$ cat config.mk
export PLATFORM = sky130hd
export DESIGN_NAME = periodic_task_dispatcher_core_flat
export DESIGN_NICKNAME = d
export VERILOG_FILES = /design/src/rtl/ptd_pkg.sv /design/src/rtl/ptd_if.sv /design/src/rtl/periodic_task_dispatcher_core.sv /design/src/flat_wrapper.sv
export VERILOG_INCLUDE_DIRS = /design/src /design/src/rtl
export SDC_FILE = /design/constraint.sdc
export NUM_CORES = 1
export LEC_CHECK = 0
export BUFFER_PORTS_ARGS = -buffer_cell sky130_fd_sc_hd__buf_4
export CAP_MARGIN = 20
export CORE_ASPECT_RATIO = 0.75
export CORE_UTILIZATION = 40
export CTS_CLUSTER_SIZE = 10
export DETAILED_ROUTE_END_ITERATION = 12
export PLACE_DENSITY = 0.55
export SLEW_MARGIN = 20
export SYNTH_ARGS = -nofsm -noshare
export SYNTH_HDL_FRONTEND = slang
export SYNTH_SLANG_ARGS = --single-unit
export TNS_END_PERCENT = 5
$ cat constraint.sdc
create_clock -name clk -period 3.75 [get_ports clk]
set_input_delay 0.75 -clock clk [delete_from_list [all_inputs] [get_ports clk]]
set_output_delay 0.75 -clock clk [all_outputs]
set_load 0.01 [all_outputs]
$ cat src/rtl/periodic_task_dispatcher_core_assert.svh
// Assertion macros for the periodic task dispatcher.
// Depends on nothing; included by the top level only.
`ifndef PERIODIC_TASK_DISPATCHER_CORE_ASSERT_SVH
`define PERIODIC_TASK_DISPATCHER_CORE_ASSERT_SVH
`ifndef SYNTHESIS
`define PTD_ASSERT_SAME(lbl, clk_s, rst_s, ante, cons) \
	lbl: assert property (@(posedge clk_s) disable iff (!rst_s) (ante) |-> (cons)) \
		else $error("ptd assertion failed");
`define PTD_ASSERT_NEXT(lbl, clk_s, rst_s, ante, cons) \
	lbl: assert property (@(posedge clk_s) disable iff (!rst_s) (ante) |=> (cons)) \
		else $error("ptd assertion failed");
`else
`define PTD_ASSERT_SAME(lbl, clk_s, rst_s, ante, cons)
`define PTD_ASSERT_NEXT(lbl, clk_s, rst_s, ante, cons)
`endif
`endif

$ cat src/rtl/ptd_pkg.sv
// Shared types and constants of the periodic task dispatcher.
// Depends on nothing; used by the interfaces and the core.
package ptd_pkg;

	localparam int TASK_SLOTS = 8;
	localparam int IDX_W      = (TASK_SLOTS > 1) ? $clog2(TASK_SLOTS) : 1;
	localparam int MAX_OUT    = 8;
	localparam int CNT_W      = 32;
	localparam int PER_W      = 16;
	localparam int BIT_W      = $clog2(CNT_W);
	localparam int OP_W       = 3;
	localparam int SLOT_W     = 3;
	localparam int TASK_W     = 3;
	localparam int EMIT_W     = $clog2(MAX_OUT);

	typedef enum logic [OP_W-1:0] {
		OP_TICK     = 3'd0,
		OP_CREATE   = 3'd1,
		OP_DELETE   = 3'd2,
		OP_SUSPEND  = 3'd3,
		OP_ACTIVATE = 3'd4
	} opcode_t;

	typedef enum logic [2:0] {
		ST_IDLE,
		ST_CRD,
		ST_TRD,
		ST_TCHK,
		ST_TDIV,
		ST_EMIT
	} state_t;

	typedef struct packed {
		logic             used;
		logic             active;
		logic [PER_W-1:0] period;
	} slot_entry_t;

	localparam logic KIND_STATUS = 1'b0;
	localparam logic KIND_DUE    = 1'b1;
	localparam logic STAT_OK     = 1'b0;
	localparam logic STAT_REJ    = 1'b1;

endpackage

$ cat src/rtl/ptd_if.sv
// Valid/ready channel interfaces for the periodic task dispatcher.
// Depends on ptd_pkg for field widths.
interface ptd_cmd_if;
	logic                          valid;
	logic                          ready;
	logic [ptd_pkg::OP_W-1:0]      opcode;
	logic [ptd_pkg::SLOT_W-1:0]    slot;
	logic [ptd_pkg::PER_W-1:0]     period;
	modport source (output valid, output opcode, output slot, output period, input ready);
	modport sink (input valid, input opcode, input slot, input period, output ready);
endinterface

interface ptd_res_if;
	logic                          valid;
	logic                          ready;
	logic                          kind;
	logic                          status;
	logic [ptd_pkg::TASK_W-1:0]    due_task;
	logic                          last;
	modport source (output valid, output kind, output status, output due_task, output last,
		input ready);
	modport sink (input valid, input kind, input status, input due_task, input last,
		output ready);
endinterface

$ cat src/rtl/periodic_task_dispatcher_core.sv
// Periodic task dispatcher: a command beat (tick, create, delete, suspend, activate) goes in
// on cmd, status and due-task beats come out on res. One beat is taken at a time. For a
// command the slot is read in the accepting cycle, then modified, written back and answered
// with the status beat in ST_CRD once res is free. A tick reads each slot in turn (ST_TRD,
// ST_TCHK) and, for an active slot with nonzero period, runs the one-bit-per-cycle remainder
// unit that divides the 32-bit tick count by the slot period (ST_TDIV); then ST_EMIT sends
// one due beat per cycle while res is not stalled, and no beat when none is due.
// Reset clears the table through per-slot valid bits; there is no clearing pass.
// Depends on ptd_pkg, ptd_if.sv and periodic_task_dispatcher_core_assert.svh.
`include "periodic_task_dispatcher_core_assert.svh"

module periodic_task_dispatcher_core (
	input  logic      clk,
	input  logic      arst_n,
	ptd_cmd_if.sink   cmd,
	ptd_res_if.source res
);

	localparam int IW = ptd_pkg::IDX_W;
	localparam int PW = ptd_pkg::PER_W;
	localparam int CW = ptd_pkg::CNT_W;
	localparam int EW = ptd_pkg::EMIT_W;
	localparam int NS = ptd_pkg::TASK_SLOTS;

	ptd_pkg::state_t state_q, state_d;

	ptd_pkg::slot_entry_t mem_q [NS];
	ptd_pkg::slot_entry_t rd_data_q;
	logic                 rd_vld_q;
	logic [NS-1:0]        vld_q;
	logic [IW-1:0]        rd_addr;

	logic [ptd_pkg::OP_W-1:0]   op_q;
	logic [ptd_pkg::SLOT_W-1:0] slot_q;
	logic [PW-1:0]              per_in_q;

	logic [CW-1:0]                  tick_q;
	logic [IW-1:0]                  idx_q;
	logic [PW-1:0]                  per_q;
	logic [PW-1:0]                  rem_q;
	logic [CW-1:0]                  dvd_q;
	logic [ptd_pkg::BIT_W-1:0]      bit_q;
	logic [NS-1:0]                  mask_q;
	logic [EW-1:0]                  emit_q;

	logic                           res_valid_q;
	logic                           kind_q;
	logic                           status_q;
	logic [ptd_pkg::TASK_W-1:0]     due_task_q;
	logic                           last_q;

	ptd_pkg::slot_entry_t ent, new_ent;
	logic                 cmd_rej, cmd_wr, slot_ok;
	logic                 out_free, idx_last, run_div;
	logic [PW:0]          trial;
	logic [PW-1:0]        rem_next;
	logic [IW-1:0]        low_idx;
	logic [NS-1:0]        mask_rest;
	logic                 emit_last;
	logic                 cmd_fire, emit_fire;

	assign ent      = rd_vld_q ? rd_data_q : '0;
	assign out_free = !res_valid_q || res.ready;
	assign idx_last = (idx_q == IW'(NS - 1));
	assign run_div  = ent.active && (ent.period != '0);
	assign slot_ok  = (int'(slot_q) < NS);

	always_comb begin
		trial    = {rem_q, dvd_q[CW-1]};
		rem_next = (trial >= {1'b0, per_q}) ? PW'(trial - {1'b0, per_q}) : trial[PW-1:0];
	end

	always_comb begin
		new_ent = ent;
		cmd_rej = ptd_pkg::STAT_REJ;
		cmd_wr  = 1'b0;
		if (slot_ok) begin
			case (op_q)
				ptd_pkg::OP_CREATE: begin
					if (!ent.used) begin
						new_ent = '{used: 1'b1, active: 1'b1, period: per_in_q};
						cmd_rej = ptd_pkg::STAT_OK;
						cmd_wr  = 1'b1;
					end
				end
				ptd_pkg::OP_DELETE: begin
					new_ent = '0;
					cmd_rej = ptd_pkg::STAT_OK;
					cmd_wr  = 1'b1;
				end
				ptd_pkg::OP_SUSPEND: begin
					if (ent.used) begin
						new_ent.active = 1'b0;
						cmd_rej        = ptd_pkg::STAT_OK;
						cmd_wr         = 1'b1;
					end
				end
				ptd_pkg::OP_ACTIVATE: begin
					if (ent.used) begin
						new_ent.active = 1'b1;
						cmd_rej        = ptd_pkg::STAT_OK;
						cmd_wr         = 1'b1;
					end
				end
				default: begin
				end
			endcase
		end
	end

	always_comb begin
		low_idx = '0;
		for (int i = NS - 1; i >= 0; i--) begin
			if (mask_q[i]) begin
				low_idx = IW'(i);
			end
		end
		mask_rest = mask_q & (mask_q - NS'(1));
		emit_last = (mask_rest == '0) || (emit_q == EW'(ptd_pkg::MAX_OUT - 1));
	end

	always_comb begin
		state_d = state_q;
		unique case (state_q)
			ptd_pkg::ST_IDLE: begin
				if (cmd.valid) begin
					state_d = (cmd.opcode == ptd_pkg::OP_TICK) ? ptd_pkg::ST_TRD
						: ptd_pkg::ST_CRD;
				end
			end
			ptd_pkg::ST_CRD: begin
				if (out_free) begin
					state_d = ptd_pkg::ST_IDLE;
				end
			end
			ptd_pkg::ST_TRD: begin
				state_d = ptd_pkg::ST_TCHK;
			end
			ptd_pkg::ST_TCHK: begin
				if (run_div) begin
					state_d = ptd_pkg::ST_TDIV;
				end else begin
					state_d = idx_last ? ptd_pkg::ST_EMIT : ptd_pkg::ST_TRD;
				end
			end
			ptd_pkg::ST_TDIV: begin
				if (bit_q == '0) begin
					state_d = idx_last ? ptd_pkg::ST_EMIT : ptd_pkg::ST_TRD;
				end
			end
			ptd_pkg::ST_EMIT: begin
				if (mask_q == '0) begin
					state_d = ptd_pkg::ST_IDLE;
				end else if (out_free && emit_last) begin
					state_d = ptd_pkg::ST_IDLE;
				end
			end
			default: begin
				state_d = ptd_pkg::ST_IDLE;
			end
		endcase
	end

	always_comb begin
		cmd.ready = (state_q == ptd_pkg::ST_IDLE);
		unique case (state_q)
			ptd_pkg::ST_IDLE: rd_addr = IW'(cmd.slot);
			ptd_pkg::ST_CRD:  rd_addr = IW'(slot_q);
			default:          rd_addr = idx_q;
		endcase
		cmd_fire  = (state_q == ptd_pkg::ST_CRD) && out_free;
		emit_fire = (state_q == ptd_pkg::ST_EMIT) && (mask_q != '0) && out_free;
	end

	assign res.valid    = res_valid_q;
	assign res.kind     = kind_q;
	assign res.status   = status_q;
	assign res.due_task = due_task_q;
	assign res.last     = last_q;

	always_ff @(posedge clk) begin
		rd_data_q <= mem_q[rd_addr];
		rd_vld_q  <= vld_q[rd_addr];
		if (cmd_fire && cmd_wr) begin
			mem_q[IW'(slot_q)] <= new_ent;
		end
	end

	always_ff @(posedge clk) begin
		if (cmd.valid && cmd.ready) begin
			op_q     <= cmd.opcode;
			slot_q   <= cmd.slot;
			per_in_q <= cmd.period;
		end
		if (state_q == ptd_pkg::ST_TCHK) begin
			rem_q <= '0;
			dvd_q <= tick_q;
			per_q <= ent.period;
			bit_q <= ptd_pkg::BIT_W'(CW - 1);
		end else if (state_q == ptd_pkg::ST_TDIV) begin
			rem_q <= rem_next;
			dvd_q <= {dvd_q[CW-2:0], 1'b0};
			bit_q <= bit_q - 1'b1;
		end
		if (cmd_fire) begin
			kind_q     <= ptd_pkg::KIND_STATUS;
			status_q   <= cmd_rej;
			due_task_q <= '0;
			last_q     <= 1'b1;
		end else if (emit_fire) begin
			kind_q     <= ptd_pkg::KIND_DUE;
			status_q   <= ptd_pkg::STAT_OK;
			due_task_q <= ptd_pkg::TASK_W'(low_idx);
			last_q     <= emit_last;
		end
	end

	always_ff @(posedge clk or negedge arst_n) begin
		if (!arst_n) begin
			state_q     <= ptd_pkg::ST_IDLE;
			vld_q       <= '0;
			tick_q      <= '0;
			idx_q       <= '0;
			mask_q      <= '0;
			emit_q      <= '0;
			res_valid_q <= 1'b0;
		end else begin
			state_q <= state_d;
			if (cmd_fire && cmd_wr) begin
				vld_q[IW'(slot_q)] <= 1'b1;
			end
			if (cmd.valid && cmd.ready && (cmd.opcode == ptd_pkg::OP_TICK)) begin
				tick_q <= tick_q + 1'b1;
				idx_q  <= '0;
				mask_q <= '0;
				emit_q <= '0;
			end
			if (((state_q == ptd_pkg::ST_TCHK) && !run_div)
				|| ((state_q == ptd_pkg::ST_TDIV) && (bit_q == '0))) begin
				if (!idx_last) begin
					idx_q <= idx_q + 1'b1;
				end
			end
			if ((state_q == ptd_pkg::ST_TDIV) && (bit_q == '0) && (rem_next == '0)) begin
				mask_q[idx_q] <= 1'b1;
			end
			if (emit_fire) begin
				mask_q <= emit_last ? '0 : mask_rest;
				emit_q <= emit_q + 1'b1;
			end
			if (cmd_fire || emit_fire) begin
				res_valid_q <= 1'b1;
			end else if (res.ready) begin
				res_valid_q <= 1'b0;
			end
		end
	end

	`PTD_ASSERT_SAME(a_div_nonzero, clk, arst_n, (state_q == ptd_pkg::ST_TDIV), (per_q != '0))
	`PTD_ASSERT_SAME(a_rem_bound, clk, arst_n, (state_q == ptd_pkg::ST_TDIV), (rem_q < per_q))
	`PTD_ASSERT_NEXT(a_beat_leaves_idle, clk, arst_n, (cmd.valid && cmd.ready), (state_q != ptd_pkg::ST_IDLE))
	`PTD_ASSERT_SAME(a_no_overwrite, clk, arst_n, (res_valid_q && !res.ready), (!cmd_fire && !emit_fire))

endmodule
$ cat src/flat_wrapper.sv
// flat-port wrapper written by rule: the top's interface ports become plain ports
module periodic_task_dispatcher_core_flat 
  (clk, arst_n, cmd_valid, cmd_opcode, cmd_slot, cmd_period, cmd_ready, res_valid, res_kind, res_status, res_due_task, res_last, res_ready);
  ptd_cmd_if cmd_i ();
  ptd_res_if res_i ();
  input  logic clk;
  input  logic arst_n;
  input wire logic [$bits(cmd_i.valid)-1:0] cmd_valid;
  input wire logic [$bits(cmd_i.opcode)-1:0] cmd_opcode;
  input wire logic [$bits(cmd_i.slot)-1:0] cmd_slot;
  input wire logic [$bits(cmd_i.period)-1:0] cmd_period;
  output wire logic [$bits(cmd_i.ready)-1:0] cmd_ready;
  output wire logic [$bits(res_i.valid)-1:0] res_valid;
  output wire logic [$bits(res_i.kind)-1:0] res_kind;
  output wire logic [$bits(res_i.status)-1:0] res_status;
  output wire logic [$bits(res_i.due_task)-1:0] res_due_task;
  output wire logic [$bits(res_i.last)-1:0] res_last;
  input wire logic [$bits(res_i.ready)-1:0] res_ready;
  assign cmd_i.valid = cmd_valid;
  assign cmd_i.opcode = cmd_opcode;
  assign cmd_i.slot = cmd_slot;
  assign cmd_i.period = cmd_period;
  assign cmd_ready = cmd_i.ready;
  assign res_valid = res_i.valid;
  assign res_kind = res_i.kind;
  assign res_status = res_i.status;
  assign res_due_task = res_i.due_task;
  assign res_last = res_i.last;
  assign res_i.ready = res_ready;
  periodic_task_dispatcher_core u_core (.clk(clk), .arst_n(arst_n), .cmd(cmd_i), .res(res_i));
endmodule
### After elaboration in Yosys (flattened, before gate mapping)

Memories as Yosys holds them, arrays and structs flattened. A register that Yosys moved wholly into a read port is not among the register bits.
Index checks and enable logic that the tools add are counted.

* register bits: 156
* memory bits (writable): 144
* bits of input ports: 26
* output and inout port bits: 8
* logic and storage cells: 136
* memories: 1

* $add $sub $neg: 6
* magnitude comparators: 6
* equal/unequal tests: 15
* mux-type cells: 53
* bitwise gates (word level): 3
* reductions and logical operators: 33

Memory list
* u_core.mem_q: words 8, width 18, read ports 1, clocked after memory_dff 1, wr ports 1, line periodic_task_dispatcher_core.sv:27 `ptd_pkg::slot_entry_t mem_q [NS];`

Operators with widths (number)
* $mux W32: 2
* $mux W3: 20
* $add A32 B1 Y32 const B: 1
* $mux W8: 4
* $pmux W16 S2: 1
* $mux W18: 1
* $pmux W3 S6: 1
* $ge A17 B16 Y1: 1
* $mux W17: 1
* $logic_not A16 Y1: 1
* $logic_not A8 Y1: 2
* $mux W16: 1
* $or A8 B8 Y8: 2
* $reduce_bool A16 Y1: 1
* $sub A16 B16 Y16: 1
* $eq A3 B3 Y1 const B: 5
* $logic_and A1 B1 Y1: 13
* $mux W1: 13
* $eq A3 B2 Y1 const B: 4
* $lt A3 B4 Y1 const B: 3
* $and A8 B8 Y8: 1
* $reduce_bool A2 Y1: 4
* $reduce_bool A8 Y1: 1
* $sub A8 B1 Y8 const B: 1
* other kinds (20): 31

### Longest topological paths before layout

* depth in word-level cells: 8
* mapped depth: 12
* gate-level depth less buffers: 12

### Worst setup path before layout

No wires, ideal clock.

* path type: input-to-reg
* start: input res_ready
* end: memory u_core.mem_q[2][0] (netlist bit) (enable)
* setup time: 448 ps
* arrival time: 3250 ps
* data required time: 3302 ps
* setup slack: 52 ps
* stages: 4
* buffers on the path: 0
* cells stage by stage: nand2b_1 and3_1 nand2_1 nor4b_1

* longest elaborated chain between the ends: 5

Ends and longest elaborated chain
* start, declared: line flat_wrapper.sv:18 `input wire logic [$bits(res_i.ready)-1:0] res_ready;`
* $logic_or A1 B1 Y1: line periodic_task_dispatcher_core.sv:63 `assign out_free = !res_valid_q || res.ready;`
* $logic_and A1 B1 Y1: line periodic_task_dispatcher_core.sv:171 `cmd_fire = (state_q == ptd_pkg::ST_CRD) && out_free;`
* $logic_and A1 B1 Y1: line periodic_task_dispatcher_core.sv:184 `if (cmd_fire && cmd_wr) begin`
* $mux W1: line periodic_task_dispatcher_core.sv:184
* $mux W1 (not written as such): line periodic_task_dispatcher_core.sv:185 `mem_q[IW'(slot_q)] <= new_ent;`
* end, declared: line periodic_task_dispatcher_core.sv:27

No other way between the ends.

### Final worst setup path

* start: register u_core.dvd_q[31]
* end: register u_core.mask_q[6]

* longest elaborated chain between the ends: 6
* elaborated cells between the ends (all ways): 7
* classes of those cells: add/sub (1); order compare (1); mux (3); reduce/logical (2)

Ends and longest elaborated chain
* start, declared: line periodic_task_dispatcher_core.sv:41 `logic [CW-1:0] dvd_q;`
* start signal, assigned: line periodic_task_dispatcher_core.sv:197 `dvd_q <= tick_q;`
* start signal, assigned: line periodic_task_dispatcher_core.sv:202 `dvd_q <= {dvd_q[CW-2:0], 1'b0};`
* $sub A16 B16 Y16 or $ge A17 B16 Y1 (tied branches): line periodic_task_dispatcher_core.sv:70 `rem_next = (trial >= {1'b0, per_q}) ? PW'(trial - {1'b0, per_q}) : trial[PW-1:0];`
* $mux W16 (*): line periodic_task_dispatcher_core.sv:70
* $logic_not A16 Y1 (*): line periodic_task_dispatcher_core.sv:244 `if ((state_q == ptd_pkg::ST_TDIV) && (bit_q == '0) && (rem_next == '0)) begin`
* $logic_and A1 B1 Y1 (*): line periodic_task_dispatcher_core.sv:244
* $mux W8 (*): line periodic_task_dispatcher_core.sv:244
* $mux W8 (*): line periodic_task_dispatcher_core.sv:247 `if (emit_fire) begin`
* end signal, assigned: line periodic_task_dispatcher_core.sv:248 `mask_q <= emit_last ? '0 : mask_rest;`
* end, declared: line periodic_task_dispatcher_core.sv:43 `logic [NS-1:0] mask_q;`

Mark *: on every way between the ends. The rest lies on a longest branch, timed or not.
A chain may end at the register's enable or synchronous reset.

==> impl_metrics.yaml <==
timing:
  tightest_slew_ns: 0.900
  setup-violations-final: 0
  min_period_ns: 3.36
  rsz0062_at_grt: "no"
  fmax_mhz: 298
  final.setup.tns_ns: 0
  slew_headroom_pct: 39.9
  period_share_pct: 89.5
  finClkSkew_ns: 0.0273
  hold_viol: 0
  maxSlewViolCount: 0
die:
  fp-row-count: 58
  io_pins: 34
  fp.dieW_um: 216
  fp.dieH_um: 163
  start_util_pct: 40.9
  core_sq_um: 33700
  dieArea_sq_um: 35200
drt:
  route.detailed.drc: 0
  first_iter_violations: 682
  drt-total-wl_um: 30300
  firstDrtPassIters: 5
  wl_per_cell_um: 18.7
  num_vias: 8576
  vias_per_cell: 5.31
  ant_nets: 0
synthesis:
  synth-seq-area-share_pct: 64.0
  async_flop_share_pct: 18.2
  synth_edf_count: 215
  syn-mean-instance-area_sq_um: 12.9
  yosysUniqueCellTypes: 71
  synth_ff_type: "edfxtp_1"
  ys_ff_latch: 318
  syn_inst: 1065
  synth_top_area_cell: "edfxtp_1"
  synthTopCellsByArea: "edfxtp_1 47%, dfrtp_1 11%, dfxtp_1 6.5%"
  synth_top_area_share_pct: 46.9
  synthesis.nets: 1114
  syn_area_sq_um: 13800
  yosysWarnings: 0
grt:
  grt_pass1_wl_um: 48400
  busiest_layer: "met1"
  grt.met3_usage_pct: 3.04
  first_global_vias: 8458
  gr-usage-met1_pct: 27.9
  grt.total_usage_pct: 17.8
  globalRouteMet2Util_pct: 25.6
  grt_antenna_before_repair: 0
  grt_overflow: 0
  grt_max_degree: 59
setup_path:
  path_max_fanout: 8
  endpoint_kind: "flop"
  r2r_start: "u_core.dvd_q[31]"
  ff2ff_path_depth: 12
  r2r_end: "u_core.mask_q[6]"
  critPathArrivalTime_ns: 3.81
  rrSetupSlack_ns: 0.39
  startpoint: "u_core.dvd_q[31]"
  critPathKind: "flop to flop"
  crit_path_start_kind: "flop"
  required_ns: 4.20
layout:
  multi_input_area_sq_um: 4680
  drive_gt1_share_pct: 17.2
  register_area_sq_um: 8810
  layout_common_cells: "215 x edfxtp_1, 177 x nand2_1, 64 x buf_4"
  antenna_cells: 0
  fillCellCount: 3057
  post-route-util_pct: 47.4
  synthToLayoutAreaGrowth_pct: 16.0
  nets: 1184
  mostFrequentLayoutCell: "edfxtp_1"
cts:
  cts_buffers: 39
  post-cts-setup-buffers: 0
  htreeDepth: 2
  clkSinkCount: 318
  cts_hold_buf: 0
  clockBufferDepth: 3
  cts-root-buf: "clkbuf_16"
  clk_latency_ns: 0.53
  cts_tree: "built"
  cts.clk_slew.worst_paths_ns: 0.06
run_status:
  status: "complete, no violations"
placement:
  dp_hpwl_um: 19400
  place_congestion: 0.912
  port_buffers: 33
power_and_ir_drop:
  p_leak_uw: 0.00617
  ir_drop_uv: 333
  power_density_nw_per_um2: 692
  power_uw: 11000
min_path:
  hp-class: "input pin to async pin"
job:
  max_cap_viol_count: 0
-- area by class of cell --
class                   count  area share (%)
clock buffers              66            6.95
clock inverters             5           0.580
repair buffers             65            3.14
inverters                  55            1.29
flip-flops and latches    318            55.2
multi-input cells         656            29.3
well taps                 450            3.53
-- timing repair --
action	CTS	global route
setup endpoints to repair	0	8
gates resized for setup	0	3
hold endpoints to repair	0	0
-- cell usage after synthesis (all sizes together) (9+ instances only) --
library cell  instances
nor2                 50
mux2                 20
and3                 17
o21ai                74
mux2i                11
xor2                 15
edfxtp              215
mux4                 38
xnor2                25
a21oi                23
clkbuf               29
or2                   9
nand3                31
nor3                 12
ha                   22
a22o                  9
inv                  55
nand2               177
dfxtp                45
nor4                 10
dfrtp                58
-- worst max-delay path, stage by stage (launching register included) --
cell and delay [ns]:
edfxtp_1 0.42, inv_1 0.08, ha_1 0.16, inv_1 0.06
fa_1 0.44, a211oi_4 0.37, nor4_1 0.11, o21a_1 0.19
or4_1 0.42, a211o_1 0.34, o31ai_4 0.39, nand4b_1 0.15
o21ai_1 0.16
-- per-stage QoR --
step	std cells	hold slack, ns	instance area [sq um]	setup WS, ns
2_1_floorplan	1065	0.434	13800	0.0518
3_3_place_gp	1544	0.449	14700	0.263
3_5_place_dp	1544	0.447	14700	0.215
4_1_cts	1615	0.315	15900	0.203
5_1_grt	1615	0.359	16000	0.0395
6_report	1615	0.290	16000	0.392
-- logic make-up (layout without fill, tap and decap cells) --
family	count (synthesis)	in the layout	synth area share, %
AOI/OAI and AO/OA	168	168	7.91
xor gates and xnor gates	40	40	2.55
adders and majority gates	25	25	2.29
buffers and inverters	91	191	2.57
DFF	318	318	64.0
muxes	69	69	8.66
and+or+nand+nor	354	354	12.0
-- sequential cells by signal, indices dropped and copies added, names as in the netlist --
signal and flops:
u_core.state_q 3, u_core.res.status 1, u_core.res.last 1, u_core.emit_q 3, u_core.rem_q 16, u_core.rd_vld_q 1
u_core.per_in_q 16, u_core.slot_q 3, u_core.rd_data_q 18, u_core.per_q 16, u_core.op_q 3, u_core.idx_q 3
u_core.res.due_task 3, u_core.res.valid 1, u_core.tick_q 32, u_core.mem_q 144, u_core.mask_q 8, u_core.dvd_q 32
u_core.bit_q 5, u_core.res.kind 1, u_core.vld_q 8
-- worst max-delay path by stage --
| stage | end | slack, ns | depth (start not counted) |
|---|---|---|---|
| floorplan | u_core.mem_q[2][0] | 0.05 | 4 |
| global placement | u_core.mask_q[6] | 0.26 | 12 |
| detailed placement | u_core.mask_q[3] | 0.22 | 12 |
| CTS | u_core.mask_q[6] | 0.20 | 12 |
| global route | u_core.mask_q[7] | 0.04 | 12 |
| finish | u_core.mask_q[6] | 0.39 | 12 |
-- power breakdown --
part           internal (uW)  switching, uW
Sequential              4500            307
Combinational           1190           1540
Clock                   2090           1400
-- metal layers --
layer	share of wire, %	routed length (um)
met1	52	15600
met2	42	12600
met3	5.3	1590
met4	1.4	435
met5	0	0
Note: power is estimated with default switching activity, not from simulation.
